**config.mk**
```make
export PLATFORM = sky130hd
export DESIGN_NAME = onewire_rom_search_sequencer
export DESIGN_NICKNAME = d
export VERILOG_FILES = /design/src/hdl/orsq_pkg.sv /design/src/hdl/orsq_step.sv /design/src/hdl/onewire_rom_search_sequencer.sv
export SDC_FILE = /design/constraint.sdc
export NUM_CORES = 1
export LEC_CHECK = 0
export BUFFER_PORTS_ARGS = -buffer_cell sky130_fd_sc_hd__buf_4
export CAP_MARGIN = 0
export CORE_MARGIN = 1.5
export CORE_UTILIZATION = 40
export CTS_CLUSTER_DIAMETER = 200
export DETAILED_ROUTE_END_ITERATION = 7
export PLACE_DENSITY = 0.6
export SLEW_MARGIN = 10
export SYNTH_ARGS = -nofsm -noshare
export SYNTH_HDL_FRONTEND = slang
export SYNTH_HIERARCHICAL = 1
export SYNTH_SLANG_ARGS = --single-unit
```
**constraint.sdc**
```tcl
create_clock -name i_clk -period 7.3 [get_ports i_clk]
set_input_delay 1.46 -clock i_clk [delete_from_list [all_inputs] [get_ports i_clk]]
set_output_delay 1.46 -clock i_clk [all_outputs]
set_load 0.1 [all_outputs]
```
**src/hdl/orsq_pkg.sv**
```systemverilog
// package for the 1-wire search-rom sequencer
// types, codes, constants and the direction-suggest function; no dependencies
package orsq_pkg;

    localparam int ROM_BYTES_DEF = 8;
    localparam int FORK_W        = 7;
    localparam int POS_W         = 6;
    localparam int ADDR_W        = 64;
    localparam int CRC_W         = 8;

    localparam logic [FORK_W-1:0] NO_FORK  = 7'h7F;
    localparam logic [CRC_W-1:0]  CRC_POLY = 8'h8C;

    typedef enum logic [1:0] {
        REQ_FIRST   = 2'd0,
        REQ_NEXT    = 2'd1,
        REQ_TRIPLET = 2'd2,
        REQ_BAD     = 2'd3
    } t_req;

    typedef enum logic [2:0] {
        ST_BIT_REQ  = 3'd0,
        ST_FOUND    = 3'd1,
        ST_CRC_RTRY = 3'd2,
        ST_DONE     = 3'd3,
        ST_NO_PRES  = 3'd4,
        ST_BUS_ERR  = 3'd5,
        ST_CRC_FAIL = 3'd6,
        ST_SEQ_ERR  = 3'd7
    } t_status;

    typedef struct packed {
        logic              presence;
        logic              single_bit;
        logic              complement_bit;
        logic              taken_direction;
        t_req              req_type;
    } t_request;

    typedef struct packed {
        logic [ADDR_W-1:0] rom_bits;
        logic [FORK_W-1:0] last_fork;
        logic [FORK_W-1:0] restore_fork;
        logic [FORK_W-1:0] newest_zero_fork;
        logic              final_device;
        logic [POS_W-1:0]  bit_counter;
        logic              search_active;
        logic [CRC_W-1:0]  crc_running;
    } t_state;

    typedef struct packed {
        t_status           status;
        logic              next_direction;
        logic [POS_W-1:0]  bit_position;
        logic [ADDR_W-1:0] device_address;
    } t_result;

    function automatic logic suggest(input logic [ADDR_W-1:0] rom,
                                     input logic [FORK_W-1:0] fork_at,
                                     input logic [POS_W-1:0]  idx);
        logic [FORK_W-1:0] wide_idx;
        wide_idx = {1'b0, idx};
        if (fork_at != NO_FORK && wide_idx < fork_at) begin
            return rom[idx];
        end
        return (fork_at == wide_idx);
    endfunction

endpackage

```
**src/hdl/orsq_step.sv**
```systemverilog
// one search step: next state and result for one registered request
// depends on orsq_pkg
module orsq_step #(
    parameter int ROM_BYTES = orsq_pkg::ROM_BYTES_DEF
) (
    input  orsq_pkg::t_state   i_state,
    input  orsq_pkg::t_request i_req,
    output orsq_pkg::t_state   o_state,
    output orsq_pkg::t_result  o_result
);
    import orsq_pkg::*;

    localparam int CRC_BITS = (ROM_BYTES - 1) * 8;
    localparam logic [FORK_W-1:0] LAST_IDX  = FORK_W'(ROM_BYTES * 8 - 1);
    localparam logic [FORK_W-1:0] CRC_LIMIT = FORK_W'(CRC_BITS);

    logic [FORK_W-1:0] bit_idx;
    logic [CRC_W-1:0]  crc_byte;
    logic              mix;

    assign bit_idx = {1'b0, i_state.bit_counter};

    always_comb begin
        o_state  = i_state;
        o_result = '{status: ST_SEQ_ERR, next_direction: 1'b0,
                     bit_position: '0, device_address: '0};
        mix      = 1'b0;
        crc_byte = '0;
        case (i_req.req_type)
            REQ_FIRST, REQ_NEXT: begin
                o_state.search_active = 1'b0;
                if (i_req.req_type == REQ_FIRST) begin
                    o_state.rom_bits     = '0;
                    o_state.last_fork    = NO_FORK;
                    o_state.final_device = 1'b0;
                    o_state.restore_fork = NO_FORK;
                end else if (!i_state.final_device) begin
                    o_state.restore_fork = i_state.last_fork;
                end
                if (i_req.req_type == REQ_NEXT && i_state.final_device) begin
                    o_result.status = ST_DONE;
                end else if (!i_req.presence) begin
                    o_result.status = ST_NO_PRES;
                end else begin
                    o_state.search_active    = 1'b1;
                    o_state.bit_counter      = '0;
                    o_state.newest_zero_fork = NO_FORK;
                    o_state.crc_running      = '0;
                    o_result.status          = ST_BIT_REQ;
                    o_result.next_direction  =
                        suggest(o_state.rom_bits, o_state.last_fork, '0);
                end
            end
            REQ_TRIPLET: begin
                if (i_state.search_active) begin
                    if (i_req.single_bit && i_req.complement_bit) begin
                        o_state.search_active = 1'b0;
                        o_result.status       = ST_BUS_ERR;
                    end else begin
                        if (!i_req.single_bit && !i_req.complement_bit &&
                            !i_req.taken_direction) begin
                            o_state.newest_zero_fork = bit_idx;
                        end
                        o_state.rom_bits[i_state.bit_counter] = i_req.taken_direction;
                        if (bit_idx < CRC_LIMIT) begin
                            mix = i_state.crc_running[0] ^ i_req.taken_direction;
                            o_state.crc_running = (i_state.crc_running >> 1) ^
                                                  (mix ? CRC_POLY : '0);
                        end
                        if (bit_idx != LAST_IDX) begin
                            o_state.bit_counter     = i_state.bit_counter + 1'b1;
                            o_result.status         = ST_BIT_REQ;
                            o_result.bit_position   = o_state.bit_counter;
                            o_result.next_direction = suggest(o_state.rom_bits,
                                i_state.last_fork, o_state.bit_counter);
                        end else begin
                            o_state.search_active = 1'b0;
                            o_state.bit_counter   = '0;
                            o_state.last_fork     = o_state.newest_zero_fork;
                            o_state.final_device  = (o_state.newest_zero_fork == NO_FORK);
                            crc_byte = o_state.rom_bits[CRC_BITS +: CRC_W];
                            if (crc_byte == '0) begin
                                o_result.status = ST_DONE;
                            end else if (o_state.crc_running == crc_byte) begin
                                o_result.status         = ST_FOUND;
                                o_result.device_address = o_state.rom_bits;
                            end else if (o_state.newest_zero_fork ==
                                         i_state.restore_fork) begin
                                o_result.status = ST_CRC_FAIL;
                            end else begin
                                o_state.last_fork = i_state.restore_fork;
                                o_result.status   = ST_CRC_RTRY;
                            end
                        end
                    end
                end
            end
            default: begin
                o_result.status = ST_SEQ_ERR;
            end
        endcase
    end

endmodule

```
**src/hdl/onewire_rom_search_sequencer.sv**
```systemverilog
// top level of the 1-wire search-rom sequencer: input register, search state,
// result register; depends on orsq_pkg and orsq_step
//
//   channel   dir  tdata (low bit up)                         tuser
//   s_axis    in   presence, single_bit, complement_bit,      req_type
//                  taken_direction, 4 pad zeros
//   m_axis    out  next_direction, bit_position,              status
//                  device_address, 1 pad zero
//
// one beat per cycle sustained while the result side is ready; a taken beat passes
// through the input register, then step logic into the result register
// synchronous active-low reset clears the search state and both valid flags
// a stalled result holds; the input register takes one more beat if it is empty
module onewire_rom_search_sequencer #(
    parameter int ROM_BYTES = orsq_pkg::ROM_BYTES_DEF
) (
    input  logic        i_clk,
    input  logic        i_rst_n,
    input  logic        i_s_axis_tvalid,
    output logic        o_s_axis_tready,
    input  logic [7:0]  i_s_axis_tdata,   // presence, single_bit, complement_bit, taken_direction
    input  logic [1:0]  i_s_axis_tuser,   // req_type
    output logic        o_m_axis_tvalid,
    input  logic        i_m_axis_tready,
    output logic [71:0] o_m_axis_tdata,   // next_direction, bit_position, device_address
    output logic [2:0]  o_m_axis_tuser    // status
);
    import orsq_pkg::*;

    logic     r_in_valid;
    t_request r_in;
    t_state   r_state;
    t_state   n_state;
    t_result  n_result;
    logic     r_out_valid;
    t_result  r_out;
    logic     advance;

    assign advance         = r_in_valid && (!r_out_valid || i_m_axis_tready);
    assign o_s_axis_tready = !r_in_valid || advance;

    orsq_step #(.ROM_BYTES(ROM_BYTES)) u_step (
        .i_state  (r_state),
        .i_req    (r_in),
        .o_state  (n_state),
        .o_result (n_result)
    );

    always_ff @(posedge i_clk) begin
        if (!i_rst_n) begin
            r_in_valid <= 1'b0;
        end else if (o_s_axis_tready) begin
            r_in_valid <= i_s_axis_tvalid;
        end
    end

    always_ff @(posedge i_clk) begin
        if (o_s_axis_tready && i_s_axis_tvalid) begin
            r_in.req_type        <= t_req'(i_s_axis_tuser);
            r_in.presence        <= i_s_axis_tdata[0];
            r_in.single_bit      <= i_s_axis_tdata[1];
            r_in.complement_bit  <= i_s_axis_tdata[2];
            r_in.taken_direction <= i_s_axis_tdata[3];
        end
    end

    always_ff @(posedge i_clk) begin
        if (!i_rst_n) begin
            r_state <= '{rom_bits: '0, last_fork: NO_FORK, restore_fork: NO_FORK,
                         newest_zero_fork: NO_FORK, final_device: 1'b0,
                         bit_counter: '0, search_active: 1'b0, crc_running: '0};
        end else if (advance) begin
            r_state <= n_state;
        end
    end

    always_ff @(posedge i_clk) begin
        if (!i_rst_n) begin
            r_out_valid <= 1'b0;
        end else if (advance) begin
            r_out_valid <= 1'b1;
        end else if (i_m_axis_tready) begin
            r_out_valid <= 1'b0;
        end
    end

    always_ff @(posedge i_clk) begin
        if (advance) begin
            r_out <= n_result;
        end
    end

    assign o_m_axis_tvalid = r_out_valid;
    assign o_m_axis_tuser  = r_out.status;
    assign o_m_axis_tdata  = {1'b0, r_out.device_address, r_out.bit_position,
                              r_out.next_direction};

endmodule

```
; Word level (Yosys, flattened, before mapping)
; Cells that the tools add are included.
[op_classes]
reduce_logical = 31
addsub = 1
n_eq_ne = 16
mux = 70
bitwise_logic = 6
order_cmp = 6
[ops]
columns = operator, count
row1 = $mux 71, 5
row2 = $mux 64, 3
row3 = $pmux 71 s2, 1
row4 = $mux 7, 13
row5 = $mux 74, 1
row6 = $bwmux 64, 1
row7 = $mux 8, 6
row8 = $pmux 23 s2, 1
row9 = $mux 15, 2
row10 = $mux 1, 23
row11 = $mux 23, 1
row12 = $mux 3, 7
row13 = $lt 6x7->1 const B, 2
row14 = $mux 14, 1
row15 = $ne 7x7->1 const B, 2
row16 = $reduce_and 6->1, 2
row17 = $ne 2x2->1 const B, 5
row18 = $reduce_and 5->1, 2
row19 = $logic_and 1x1->1, 9
row20 = $eq 8x8->1, 1
row21 = $logic_not 8->1, 1
row22 = $xor 7x8->8, 1
row23 = $eq 7x6->1, 1
row24 = $eq 7x7->1, 1
row25 = other kinds (28), 38
[totals]
wordCells = 150
inputBits = 14
output_inout_bits = 77
register_bits = 183

; Longest topological paths before layout
[depth]
ltp_word = 15
mapped_depth = 14
ltp_nobuf = 12

; By module
; Netlist, hierarchy kept.
[modules_own_cells]
columns = mod, seq_area_each_um2, area_each_um2, cells_each, n_inst
row1 = onewire_rom_search_sequencer, 4464.3, 6545.0, 533, 1
row2 = orsq_step, 0.0, 4968.5, 840, 1

; Worst setup path before layout
; OpenSTA, ideal clock, no wires.
[synth_timing]
path_kind = input to output
start = input port i_m_axis_tready
end = output port o_s_axis_tready
path_buffers = 1
cell_stages = 3
arrival_ps = 2293
slack_ps = 3547
cell_sequence = nor2b_1 -> buf_6 -> nand2_1
[synth_between]
elab_chain_len = 3
[synth_lines]
columns = item, line
row1 = from (decl), onewire_rom_search_sequencer.sv:24  ; input logic i_m_axis_tready,
row2 = $logic_or 1x1->1, onewire_rom_search_sequencer.sv:39  ; assign advance = r_in_valid && (!r_out_valid || i_m_axis_tready);
row3 = $logic_and 1x1->1, onewire_rom_search_sequencer.sv:39
row4 = $logic_or 1x1->1, onewire_rom_search_sequencer.sv:40  ; assign o_s_axis_tready = !r_in_valid || advance;
row5 = to (decl), onewire_rom_search_sequencer.sv:20  ; output logic o_s_axis_tready,
; Every way passes these cells.

==> results.md <==
- The relative slew slack is 19.6%.
- Leaving out fill and tap cells, the most frequent cells in the layout are 280 x sky130_fd_sc_hd__nand2_1, 164 x sky130_fd_sc_hd__o21ai_0, 109 x sky130_fd_sc_hd__a21oi_1.
- At the placement stage, the worst setup path has a slack of 2.89 ns.
- The worst hold path passes through 2 cells.
- The post-placement cell area is 0.0122 mm².
- The critical path startpoint category is a flop.
- For this design the ratio of total power to cell area is 178 mW/mm².
- The number of sinks driven by the clock tree is 183.
- The die covers 0.0298 mm².
- The netlist area before placement is 0.0115 mm².
- For the worst setup path, the data required time is 7.47 ns.
- The kind of cell with the highest combined delay along the critical path is flip-flops.
- Global routing used 21.4% of the available tracks across all layers.
- The sum of buffers and inverters on the critical path is 2.
- Row generation in the floorplan step produced 61 rows.
- The TritonCTS clock tree is done.
- The number of clock buffers added by TritonCTS is 17.
- Of the synthesized area, sequential elements account for 38.8%.
- The endpoint of the worst hold-timing path is r_state[50]$_SDFFE_PN0P_.
- The number of slew-limit violations in the final report is 0.
- The DRC marker count from the first detailed-route iteration is 1174.
- The worst hold path begins at r_state[50]$_SDFFE_PN0P_.
- The total core area is 0.0281 mm².
- After routing, the total negative slack on setup checks comes to 0 ns.
- The number of enable-type register cells in the synthesized netlist is 80.
- Cell internal power was estimated by the tool at 1.62 mW.
- The first detailed-routing pass took 6 iterations.
- The half-perimeter wire length of the detailed placement result is 20.3 mm.
- The number of synthesized register bits is 183.
- In this run switching power makes up 28.8% of total power.
- The share of total power in the clock network is 40.9%.
- The kind of critical path is reg -> reg.
- The number of antenna violations at the first check in global routing came to 0.
- The biggest area contributor in the post-synthesis netlist is sky130_fd_sc_hd__edfxtp_1.
- The endpoint of the worst register-to-register path is o_m_axis_tdata[0]$_DFFE_PP_.
- The library cell used as clock root buffer is sky130_fd_sc_hd__clkbuf_16.
- The count of input and output buffers is 85.
- The data arrival time of the worst path is 4.67 ns.
- The boundary pin count is 91.
- In this run, post-CTS hold repair placed 0 buffers.
- The width of the die is 173 µm.
- Setup repair after global routing left no endpoint under its margin.
- The count of max-cap constraint violations is 0.
- VDD sags by at most 0.141 mV.
- For this configuration, the core starts out at a cell density of 41.0%.
- The area share of the leading cell type in the synthesized netlist is 20.9%.
- After layout, the worst path uses 61.7% of the clock period.
- Per report_power, the combinational group accounts for 10.3% of the total.
- Each instance of the synthesized netlist takes up on average 8.39 µm².
- The critical path capture point type is a flop.
- The switching power is 0.655 mW.
- The proportion of power drawn by flip-flops and latches is 48.7%.
- Setup violations remaining at the end of the flow were counted as 0.
- In this design, the stage delay of the slowest critical-path cell is 0.93 ns.
- The yosys synthesis warning count is 6.
- From synthesis to final layout, the design area changed by 10.8%.
- The source-to-sink clock delay at the later pin of the worst-skew pair is 0.45 ns.
- The number of antenna diodes is 0.
- The share of layout cells above drive strength 1 is 12.9%.
- Between clock sinks in the finished design, the worst skew comes to 0.0145 ns.
- The routed wire length per instance is 18.5 µm.
- The maximum number of pins on one net before global-route repair is 101.
- The internal reg-to-reg setup slack is 2.80 ns.
- Global routing finished with a remaining overflow of 0.
- The first global-routing pass estimated 51.5 mm of wire.
- Routability-driven placement finished with a final weighted congestion of 0.877.
- Yosys mapped the design onto 81 distinct sky130hd cell types.
- The CTS clock-pin slew for the worst setup and hold paths is 0.07 ns.
- After routing the design area is 0.0128 mm².
- The detail route stage leaves a number of antenna-violating nets equal to 0.
- The post-CTS repair timing setup buffer count is 0.
- Measured in cells, the most critical reg-to-reg path has a length of 13.
- The largest buffer count on any clock path is 2.
- Synthesis produced 1373 cells.
- After detailed routing, the number of remaining DRC violations is 0.
- The flow ran to the end, and the final reports show no timing, DRC or antenna violations.
- By area the synthesized netlist is led by sky130_fd_sc_hd__edfxtp_1 21%, sky130_fd_sc_hd__dfxtp_1 18%, sky130_fd_sc_hd__mux2i_1 9.2%, sky130_fd_sc_hd__nand2_1 9.1%, sky130_fd_sc_hd__o21ai_0 7.1%.
- The critical path goes through buf_4 > ha_1 > nand3_1 > xor2_1 > inv_1 > ha_1 > a21o_1 > a21oi_1 > nor2_1 > a211oi_1 > o41ai_1 > nor4_1 > a21oi_1.
- The vias per cell is 5.86.
- The worst-case setup margin in the final layout is 2.80 ns.
- Gates resized during post-CTS repair numbered 0.
- The slowest stage of the critical path belongs to the cell sky130_fd_sc_hd__dfxtp_1.
- The final layout contains routed wiring with a total length of 32.5 mm.
- The number of hold violations in the final report is 0.
- After synthesis, the share of flip-flops with an asynchronous set or reset is 0%.
- The layout net count is 1392.
- The most common cell after layout, fill and taps aside is sky130_fd_sc_hd__nand2_1.
- The total number of vias is 10.3k.
- For this design the static power due to leakage is 4.58 nW.
- The clock period minus worst slack is 4.50 ns.
- Based on the critical path, the design can be clocked at up to 0.222 GHz.
- The number of global-route vias before repair is 9269.
- The net count of the mapped netlist is 1394.
- The type of the most critical hold path is reg -> reg.
- The measured slew at the worst slew-check pin is 1.21 ns.
- The die height is 173 µm.
- The predominant post-synthesis flop cell is sky130_fd_sc_hd__dfxtp_1.
- The H-tree was split into 4 levels.
- In this run the worst path has a maximum fanout of 19.
- The startpoint of the worst register-to-register path is r_state[9]$_SDFFE_PN0P_.
==> cell type report <==
class	count	area (µm²)
Clock buffer	19	453
Timing Repair Buffer	106	808
Sequential cell	183	4460
Multi-Input combinational cell	1024	6280
Tap cell	378	473
Clock inverter	13	136
Inverter	39	146
Fill cell	2743	15300
==> registers in the layout (all words and copies together), names as in the netlist <==
register         count
o_m_axis_tvalid      1
r_state            101
r_in_valid           1
o_m_axis_tuser       3
o_m_axis_tdata      71
r_in                 6
==> layer usage <==
layer / track usage [%] / vias to the layer above / share of wire (%)
met5: 0 / - / 0
met4: 7.72 / 0 / 2.6
met3: 3.54 / 65 / 6.3
met2: 33.9 / 388 / 46
met1: 29.5 / 4961 / 45
li1: - / 4913 / -
==> how the worst max path moves through the flow <==
stage | from | cells past startpoint | end
floorplan | i_m_axis_tready | 3 | o_s_axis_tready
global placement | r_state[9]$_SDFFE_PN0P_ | 8 | o_m_axis_tdata[65]$_DFFE_PP_
detailed placement | r_state[9]$_SDFFE_PN0P_ | 9 | o_m_axis_tdata[65]$_DFFE_PP_
CTS | r_state[9]$_SDFFE_PN0P_ | 9 | o_m_axis_tdata[65]$_DFFE_PP_
global route | r_state[9]$_SDFFE_PN0P_ | 13 | o_m_axis_tdata[0]$_DFFE_PP_
finish | r_state[9]$_SDFFE_PN0P_ | 13 | o_m_axis_tdata[0]$_DFFE_PP_
==> cell families (layout without fill, tap and decap cells) <==
logic type	after synthesis	in the layout	share of synthesized area [%]
adder cells (fa/ha/maj)	7	7	0.761
AND/OR/NAND/NOR	468	468	18.2
AO/OA/AOI/OAI	397	397	20.8
other	1	1	0.0326
flip-flops	183	183	38.8
XOR/XNOR	28	28	2.29
buffers and inverters	166	177	6.88
multiplexers	123	123	12.2
==> Yosys cell counts, drive strengths merged, types with 4 or more instances <==
| library cell | count |
|---|---|
| a2bb2oi | 5 |
| nor2 | 76 |
| o22ai | 10 |
| nor3b | 6 |
| nand2b | 6 |
| a21oi | 109 |
| a31oi | 4 |
| clkbuf | 81 |
| a22o | 27 |
| o311ai | 21 |
| ha | 7 |
| xor2 | 12 |
| edfxtp | 80 |
| nor2b | 5 |
| and3 | 5 |
| nand4b | 5 |
| xnor2 | 16 |
| dfxtp | 103 |
| buf | 46 |
| nand3b | 6 |
| mux2i | 106 |
| inv | 36 |
| and3b | 4 |
| nor3 | 9 |
| a211oi | 10 |
| mux4 | 14 |
| nand2 | 280 |
| o21ai | 165 |
| nand3 | 49 |
| a21o | 9 |
| nor4 | 5 |
==> worst reg2reg max path: cells and delay by family, from the launching register on <==
kind | cells | cell delay (ns)
flip-flops | 1 | 0.93
AO/OA/AOI/OAI | 5 | 0.90
adder cells (fa/ha/maj) | 2 | 0.79
buffers and inverters | 2 | 0.66
XOR/XNOR | 1 | 0.48
AND/OR/NAND/NOR | 3 | 0.46
==> metrics by stage <==
step                      util [%]  std cells  total power, mW  hold WS [ns]
after CTS                     45.4       1762             2.29         0.470
after global placement        43.3       1730             1.36         0.452
after global routing          45.4       1762             2.34         0.487
after floorplan                  -       1373             1.32         0.431
final                         45.4       1762             2.27         0.472
after detailed placement      43.3       1730             1.37         0.461
==> power by group through the flow <==
stage | Combinational [mW] | Clock, mW | Sequential (mW)
2_1_floorplan | 0.120 | 0 | 1.20
3_3_place_gp | 0.232 | 0 | 1.13
3_5_place_dp | 0.234 | 0 | 1.13
4_1_cts | 0.234 | 0.947 | 1.11
5_1_grt | 0.249 | 0.983 | 1.11
6_report | 0.234 | 0.931 | 1.11
No activity file was read; power rests on OpenSTA's default activity.
